File: src/rtl/silu_bwd_pkg.sv
// Shared widths, constants and the sigmoid breakpoint table for the SiLU backward block.
`default_nettype none

package silu_bwd_pkg;

   // Fixed-point formats of the ports and of the internal datapath.
   localparam int DataWidth  = 16;
   localparam int FracBits   = 12;
   localparam int SigFrac    = 16;
   localparam int DFrac      = 24;
   localparam int SegBits    = 5;
   localparam int LowBits    = DataWidth - SegBits;
   localparam int PadBits    = SigFrac - LowBits;
   localparam int RomWidth   = 16;
   localparam int SlopeWidth = 13;
   localparam int IpWidth    = SlopeWidth + SigFrac;
   localparam int PWidth     = 31;
   localparam int TermWidth  = 48;
   localparam int DWidth     = TermWidth - (FracBits + 8);
   localparam int ProdWidth  = DWidth + DataWidth;
   localparam int RWidth     = ProdWidth - DFrac;
   localparam int Latency    = 8;

   localparam logic [IpWidth:0]            IP_HALF   = (IpWidth + 1)'(1) << (SigFrac - 1);
   localparam logic signed [TermWidth-1:0] TERM_HALF = TermWidth'(1) << (FracBits + 7);
   localparam logic signed [ProdWidth-1:0] PROD_HALF = ProdWidth'(1) << (DFrac - 1);
   localparam logic [SigFrac:0]            SIG_ONE   = (SigFrac + 1)'(1) << SigFrac;
   localparam logic signed [DataWidth-1:0] DATA_MAX  = {1'b0, {(DataWidth - 1){1'b1}}};
   localparam logic signed [DataWidth-1:0] DATA_MIN  = {1'b1, {(DataWidth - 1){1'b0}}};

   typedef logic signed [DataWidth-1:0] data_type;

   // Sigmoid at -8 + k/2 for k = 0..32, unsigned Q0.16, rounded to nearest.
   function automatic logic [RomWidth-1:0] sig_rom(input logic [SegBits:0] idx);
      logic [RomWidth-1:0] val;
      case (idx)
         6'd0:  val = 16'd22;
         6'd1:  val = 16'd36;
         6'd2:  val = 16'd60;
         6'd3:  val = 16'd98;
         6'd4:  val = 16'd162;
         6'd5:  val = 16'd267;
         6'd6:  val = 16'd439;
         6'd7:  val = 16'd720;
         6'd8:  val = 16'd1179;
         6'd9:  val = 16'd1921;
         6'd10: val = 16'd3108;
         6'd11: val = 16'd4971;
         6'd12: val = 16'd7812;
         6'd13: val = 16'd11955;
         6'd14: val = 16'd17625;
         6'd15: val = 16'd24743;
         6'd16: val = 16'd32768;
         6'd17: val = 16'd40793;
         6'd18: val = 16'd47911;
         6'd19: val = 16'd53581;
         6'd20: val = 16'd57724;
         6'd21: val = 16'd60565;
         6'd22: val = 16'd62428;
         6'd23: val = 16'd63615;
         6'd24: val = 16'd64357;
         6'd25: val = 16'd64816;
         6'd26: val = 16'd65097;
         6'd27: val = 16'd65269;
         6'd28: val = 16'd65374;
         6'd29: val = 16'd65438;
         6'd30: val = 16'd65476;
         6'd31: val = 16'd65500;
         6'd32: val = 16'd65514;
         default: val = 16'd0;
      endcase
      return val;
   endfunction

endpackage

`default_nettype wire

File: src/rtl/silu_backward_gradient.sv
// SiLU backward gradient: input_grad = g * (s + x*s*(1-s)), s = table sigmoid of x.
// Each request runs through the eight registered stages below; rsp_strobe is high in the
// cycle in which that request's result is on rsp_input_grad and rsp_saturated.
// Throughput: one request per cycle, every cycle; busy is never asserted because the
// eight-stage datapath has no loop and the receiver cannot stall the result port.
// Reset (synchronous, active high) clears the stage valid bits; data registers keep
// whatever they hold and are ignored until a valid bit reaches them.
`default_nettype none

module silu_backward_gradient (
   input  wire  logic                                   clock,
   input  wire  logic                                   reset,
   input  wire  logic                                   start,
   output logic                                         busy,
   input  wire  logic signed [silu_bwd_pkg::DataWidth-1:0] req_activation,
   input  wire  logic signed [silu_bwd_pkg::DataWidth-1:0] req_upstream_grad,
   output logic                                         rsp_strobe,
   output logic signed [silu_bwd_pkg::DataWidth-1:0]    rsp_input_grad,
   output logic                                         rsp_saturated
);

   logic                                   accept;
   logic [silu_bwd_pkg::Latency-1:0]       vld_ff, vld_in;

   // Stage 1: table lookup.
   logic [silu_bwd_pkg::DataWidth-1:0]     offset;
   logic [silu_bwd_pkg::SegBits-1:0]       seg;
   logic [silu_bwd_pkg::RomWidth-1:0]      rom_lo, rom_hi;
   logic [silu_bwd_pkg::RomWidth-1:0]      lo1_ff, lo1_in;
   logic [silu_bwd_pkg::SlopeWidth-1:0]    slope1_ff, slope1_in;
   logic [silu_bwd_pkg::SigFrac-1:0]       frac1_ff, frac1_in;
   silu_bwd_pkg::data_type                 x1_ff, g1_ff;

   // Stage 2: interpolation product.
   logic [silu_bwd_pkg::RomWidth-1:0]      lo2_ff;
   logic [silu_bwd_pkg::IpWidth-1:0]       ip2_ff, ip2_in;
   silu_bwd_pkg::data_type                 x2_ff, g2_ff;

   // Stage 3: sigmoid value.
   logic [silu_bwd_pkg::IpWidth:0]         ip_rnd;
   logic [silu_bwd_pkg::SigFrac-1:0]       s3_ff, s3_in;
   silu_bwd_pkg::data_type                 x3_ff, g3_ff;

   // Stage 4: s*(1-s).
   logic [silu_bwd_pkg::SigFrac:0]         s_ext, one_minus;
   logic [2*silu_bwd_pkg::SigFrac+1:0]     p_full;
   logic [silu_bwd_pkg::PWidth-1:0]        p4_ff, p4_in;
   logic [silu_bwd_pkg::SigFrac-1:0]       s4_ff;
   silu_bwd_pkg::data_type                 x4_ff, g4_ff;

   // Stage 5: x*s*(1-s).
   logic signed [silu_bwd_pkg::PWidth:0]   p_signed;
   logic signed [silu_bwd_pkg::TermWidth-1:0] term5_ff, term5_in;
   logic [silu_bwd_pkg::SigFrac-1:0]       s5_ff;
   silu_bwd_pkg::data_type                 g5_ff;

   // Stage 6: derivative d.
   logic signed [silu_bwd_pkg::TermWidth-1:0] term_rnd;
   logic signed [silu_bwd_pkg::DWidth-1:0]    d6_ff, d6_in;
   silu_bwd_pkg::data_type                    g6_ff;

   // Stage 7: d*g.
   logic signed [silu_bwd_pkg::ProdWidth-1:0] prod7_ff, prod7_in;

   // Stage 8: round and saturate.
   logic signed [silu_bwd_pkg::ProdWidth-1:0] prod_rnd;
   logic signed [silu_bwd_pkg::RWidth-1:0]    r_val;
   logic [silu_bwd_pkg::RWidth-silu_bwd_pkg::DataWidth:0] r_top;
   logic                                       over;
   silu_bwd_pkg::data_type                     grad8_ff, grad8_in;
   logic                                       sat8_ff, sat8_in;

   assign busy   = 1'b0;
   assign accept = start && !busy;
   assign vld_in = {vld_ff[silu_bwd_pkg::Latency-2:0], accept};

   always_comb begin
      // Q4.12 covers [-8, 8) exactly, so the input never leaves the table range.
      offset    = {~req_activation[silu_bwd_pkg::DataWidth-1],
                   req_activation[silu_bwd_pkg::DataWidth-2:0]};
      seg       = offset[silu_bwd_pkg::DataWidth-1 -: silu_bwd_pkg::SegBits];
      rom_lo    = silu_bwd_pkg::sig_rom({1'b0, seg});
      rom_hi    = silu_bwd_pkg::sig_rom({1'b0, seg} + (silu_bwd_pkg::SegBits + 1)'(1));
      lo1_in    = rom_lo;
      slope1_in = silu_bwd_pkg::SlopeWidth'(rom_hi - rom_lo);
      frac1_in  = {offset[silu_bwd_pkg::LowBits-1:0], {silu_bwd_pkg::PadBits{1'b0}}};

      ip2_in    = silu_bwd_pkg::IpWidth'(slope1_ff) * silu_bwd_pkg::IpWidth'(frac1_ff);

      ip_rnd    = {1'b0, ip2_ff} + silu_bwd_pkg::IP_HALF;
      s3_in     = lo2_ff + silu_bwd_pkg::SigFrac'(ip_rnd >> silu_bwd_pkg::SigFrac);

      s_ext     = {1'b0, s3_ff};
      one_minus = silu_bwd_pkg::SIG_ONE - s_ext;
      p_full    = s_ext * one_minus;
      p4_in     = p_full[silu_bwd_pkg::PWidth-1:0];

      p_signed  = $signed({1'b0, p4_ff});
      term5_in  = x4_ff * p_signed;

      term_rnd  = term5_ff + silu_bwd_pkg::TERM_HALF;
      d6_in     = $signed(term_rnd[silu_bwd_pkg::TermWidth-1:silu_bwd_pkg::FracBits+8])
                  + $signed({4'b0000, s5_ff, 8'b0000_0000});

      prod7_in  = d6_ff * g6_ff;

      prod_rnd  = prod7_ff + silu_bwd_pkg::PROD_HALF;
      r_val     = prod_rnd[silu_bwd_pkg::ProdWidth-1:silu_bwd_pkg::DFrac];
      r_top     = r_val[silu_bwd_pkg::RWidth-1:silu_bwd_pkg::DataWidth-1];
      over      = (r_top != '0) && (r_top != '1);
      sat8_in   = over;
      if (!over) begin
         grad8_in = r_val[silu_bwd_pkg::DataWidth-1:0];
      end else if (r_val[silu_bwd_pkg::RWidth-1]) begin
         grad8_in = silu_bwd_pkg::DATA_MIN;
      end else begin
         grad8_in = silu_bwd_pkg::DATA_MAX;
      end
   end

   always_ff @(posedge clock) begin
      if (reset) begin
         vld_ff <= '0;
      end else begin
         vld_ff <= vld_in;
      end
   end

   always_ff @(posedge clock) begin
      lo1_ff    <= lo1_in;
      slope1_ff <= slope1_in;
      frac1_ff  <= frac1_in;
      x1_ff     <= req_activation;
      g1_ff     <= req_upstream_grad;

      lo2_ff    <= lo1_ff;
      ip2_ff    <= ip2_in;
      x2_ff     <= x1_ff;
      g2_ff     <= g1_ff;

      s3_ff     <= s3_in;
      x3_ff     <= x2_ff;
      g3_ff     <= g2_ff;

      p4_ff     <= p4_in;
      s4_ff     <= s3_ff;
      x4_ff     <= x3_ff;
      g4_ff     <= g3_ff;

      term5_ff  <= term5_in;
      s5_ff     <= s4_ff;
      g5_ff     <= g4_ff;

      d6_ff     <= d6_in;
      g6_ff     <= g5_ff;

      prod7_ff  <= prod7_in;

      grad8_ff  <= grad8_in;
      sat8_ff   <= sat8_in;
   end

   assign rsp_strobe     = vld_ff[silu_bwd_pkg::Latency-1];
   assign rsp_input_grad = grad8_ff;
   assign rsp_saturated  = sat8_ff;

   // Every accepted request produces a result strobe once it has passed through all the stages.
   a_latency: assert property (@(posedge clock) disable iff (reset)
      accept |-> ##(silu_bwd_pkg::Latency) rsp_strobe)
      else $error("request did not produce a result at the pipeline depth");

   // No result appears without a matching request on start that went through all the stages.
   a_origin: assert property (@(posedge clock) disable iff (reset)
      rsp_strobe |-> $past(start, silu_bwd_pkg::Latency))
      else $error("result strobe without a matching request");

   // A saturated result sits at one of the two signed extremes.
   a_sat_value: assert property (@(posedge clock) disable iff (reset)
      (rsp_strobe && rsp_saturated) |->
         (rsp_input_grad == silu_bwd_pkg::DATA_MAX || rsp_input_grad == silu_bwd_pkg::DATA_MIN))
      else $error("saturation flag set on a value that is not clamped");

endmodule

`default_nettype wire
File: config.mk
export PLATFORM = sky130hd
export DESIGN_NAME = silu_backward_gradient
export DESIGN_NICKNAME = d
export VERILOG_FILES = /design/src/rtl/silu_bwd_pkg.sv /design/src/rtl/silu_backward_gradient.sv
export SDC_FILE = /design/constraint.sdc
export NUM_CORES = 2
export LEC_CHECK = 0
export BUFFER_PORTS_ARGS = -buffer_cell sky130_fd_sc_hd__buf_2
export CAP_MARGIN = 40
export CELL_PAD_IN_SITES_DETAIL_PLACEMENT = 0
export CELL_PAD_IN_SITES_GLOBAL_PLACEMENT = 1
export CORE_ASPECT_RATIO = 0.6
export CORE_UTILIZATION = 35
export DETAILED_ROUTE_END_ITERATION = 16
export PLACE_DENSITY = 0.66
export SLEW_MARGIN = 10
export SYNTH_ARGS = -nofsm -noshare
export SYNTH_HDL_FRONTEND = slang
export SYNTH_SLANG_ARGS = --single-unit
File: constraint.sdc
create_clock -name clock -period 8.09 [get_ports clock]
set_input_delay 1.2135 -clock clock [delete_from_list [all_inputs] [get_ports clock]]
set_output_delay 1.2135 -clock clock [all_outputs]
set_load 0.01 [all_outputs]
==> run_results.csv <==
group,metric,value,unit
run_status,outcome,"finished clean",
critical_path,slowest_delay,0.57,ns
global_routing,grt_pass1_vias,41500,
placement,gp_congestion,0.840,
critical_path,reg2reg_slack,0.25,ns
timing,post-route-period-util,96.9,%
hold_path,worstHoldStart,"s4_ff[2]",
layout,fillers,16000,
synthesis,synthAdderAreaFrac,50.9,%
die,ios,54,
critical_path,arrival,8.41,ns
layout,utilization,38.6,%
global_routing,grt_overflow,0,
timing,drv_slew,0,
die,fp-row-count,113,
critical_path,worstSetupPathType,"register to register",
clock_network,ctsHoldBuffers,0,
critical_path,path_max_fanout,3,
critical_path,cp.required,8.66,ns
critical_path,critPathLaunchType,"register",
timing,setup_viol,0,
detailed_routing,num_vias,38900,
die,die_y,313,µm
critical_path,slowest_stage,"fa_1",
detailed_routing,antenna_left,0,
clock_network,root_buffer,"clkbuf_16",
layout,area_growth,8.77,%
clock_network,cts_tree,"done",
hold_path,whs_endpoint,"s5_ff[2]",
synthesis,yosys-mux-area-fraction,0.166,%
die,core_region_area,159000,µm²
synthesis,synth_area_leaders,"fa_1, dfxtp_1, ha_1",
timing,skew,0.101,ns
critical_path,crit_top_cell,"fa_1",
critical_path,path_buf_inv,6,
hold_path,hold_path_depth,0,
timing,relSlewSlack,38.2,%
placement,dp_hpwl,121000,µm
placement,numPortBuffers,52,
synthesis,synth_edf_count,0,
layout,drive_gt1_share,5.59,%
critical_path,ff2ff_path_depth,28,
critical_path,reg2reg_to,"p4_ff[29]",
synthesis,yosys.area_share.simple,15.6,%
synthesis,syn_area,56600,µm²
synthesis,synth_top_family_by_area,"adder cells",
clock_network,clk_latency,0.69,ns
job,cap_violations,0,
synthesis,avgSynthCellArea,9.28,µm²
critical_path,endpoint_kind,"register",
critical_path,r2r-start,"s3_ff[5]",
detailed_routing,firstDrtPassIters,5,
die,die_w,521,µm
timing,fmax,128,MHz
synthesis,ys_seq_area_share,14.2,%
synthesis,synth_warnings,0,
synthesis,netlist_instances,6098,
detailed_routing,first_iter_violations,2587,
detailed_routing,wl_per_cell,17.5,µm
layout,nets,7776,
global_routing,antenna_found_initial,6,
synthesis,yosysTopAreaCellShare,40.3,%
die,initial_core_util,35.5,%
clock_network,clkSlewWorstSetupHoldPaths,0.08,ns
synthesis,ys_ff_latch,400,
timing,fin_crit,7.84,ns
global_routing,grt_pass1_wl,238000,µm
detailed_routing,viasPerCell,4.70,
timing,tightest_slew,0.926,ns
hold_path,hp-class,"register to register",
global_routing,grt_use_total,18.7,%
clock_network,htreeDepth,2,
clock_network,clkSinkCount,400,
detailed_routing,drc,0,
synthesis,synth-compound-area-share,5.40,%
detailed_routing,wl,145000,µm
global_routing,grt_max_degree,46,
clock_network,cts-buffers-inserted,42,
clock_network,clockBufferDepth,3,
timing,final-hold-violation-count,0,
die,dieArea,163000,µm²
synthesis,synthXorXnorAreaFrac,2.91,%
synthesis,yosysTopAreaCell,"fa_1",
synthesis,synthFlopType,"dfxtp_1",
synthesis,synth.distinct_cells,76,
critical_path,cp_top_family,"adder cells",
synthesis,synthArstFlopShare,0,%
worst max-delay path by stage:
stage                  start         to  depth (start not counted)
floorplan           s3_ff[6]  p4_ff[29]                         26
finish              s3_ff[5]  p4_ff[29]                         28
global route        s3_ff[5]  p4_ff[30]                         25
detailed placement  s3_ff[5]  p4_ff[29]                         27
CTS                 s3_ff[5]  p4_ff[29]                         28
global placement    s3_ff[5]  p4_ff[29]                         27
cell usage in the layout (no fill, tap or decap), types with 53 or more instances in the layout:
master / count
buf_4: 159
nor2_1: 183
dfxtp_1: 397
o21ai_0: 97
nor2b_1: 116
ha_1: 474
fa_1: 1137
a21o_1: 60
xor2_1: 64
a21oi_1: 137
xnor2_1: 124
and2_1: 460
nand3_1: 65
nand2b_1: 130
buf_2: 53
nand2_1: 675
inv_1: 1391
stage by stage:
| step | cell area, µm² | instances | setup TNS (ns) | hold WS (ns) | setup WS (ns) |
|---|---|---|---|---|---|
| floorplan | 56600 | 6109 | 0 | 0.310 | 0.255 |
| global placement | 59800 | 8199 | -0.101 | 0.312 | -0.101 |
| detailed placement | 59900 | 8202 | -0.133 | 0.312 | -0.133 |
| CTS | 61300 | 8280 | 0 | 0.259 | 0.00563 |
| global route | 61500 | 8285 | -0.0826 | 0.284 | -0.0536 |
| finish | 61500 | 8287 | 0 | 0.255 | 0.253 |
layout make-up:
| class | instances | area [µm²] | area share [%] |
|---|---|---|---|
| antenna | 3 | 7.51 | 0.0122 |
| tap | 2127 | 2660 | 4.32 |
| multi-input combinational | 4067 | 42600 | 69.2 |
| clock inverter | 24 | 300 | 0.488 |
| timing repair buffer | 220 | 1580 | 2.57 |
| inverter | 1393 | 5230 | 8.50 |
| sequential | 400 | 8010 | 13.0 |
| clock buffer | 53 | 1130 | 1.84 |
routing by layer:
layer / wire (µm) / global-route usage (%)
met5: 0 / 0
met4: 1600 / 2.69
met3: 11200 / 4.14
met2: 53400 / 24.3
met1: 79200 / 30.9
Yosys cell counts (7+ instances only):
master and n:
xnor2_1 124, o21ai_0 101, nor4_1 9, nand4_1 20, xor2_1 64, nor2_1 183, buf_1 10, o22ai_1 8
or3_1 11, o21bai_1 20, nand2b_1 134, and2_1 460, nand2_1 675, nand3_1 66, ha_1 478, o211ai_1 12
and3_1 24, nor3_1 37, inv_1 1391, fa_1 1139, nor2b_1 118, a21oi_1 138, a211oi_1 19, clkbuf_1 237
a31oi_1 23, a221oi_1 8, o21a_1 20, o31ai_1 16, a21o_1 60, dfxtp_1 400, and4_1 7
sequential cells by signal, summed over array words and instances (netlist names):
name            cells
p4_ff              30
term5_ff           29
d6_ff              28
prod7_ff           21
g1_ff              16
g2_ff              16
g3_ff              16
g4_ff              16
g5_ff              16
g6_ff              16
lo1_ff             16
lo2_ff             16
rsp_input_grad     16
s3_ff              16
s4_ff              16
s5_ff              16
x1_ff              16
x2_ff              16
x3_ff              16
x4_ff              16
ip2_ff             14
slope1_ff          13
vld_ff              8
rsp_saturated       1
logic make-up (layout without fill, tap and decap cells):
kind of cell,after synthesis,after routing
simple gates,1765,1765
buf+inv,1642,1690
fa+ha+maj,1617,1617
compound gates,475,475
flops,400,400
xor+xnor,188,188
mux,9,9
other cells,2,16
timing repair:
action	in CTS	in global routing
gates resized for setup	5	35
setup endpoints to repair	1	8
pin swaps	3	16
buffers inserted	1	4
hold endpoints to repair	0	0
Power is not shown: default switching activity piles up to over one toggle a cycle in this logic, so the estimate is an artifact.
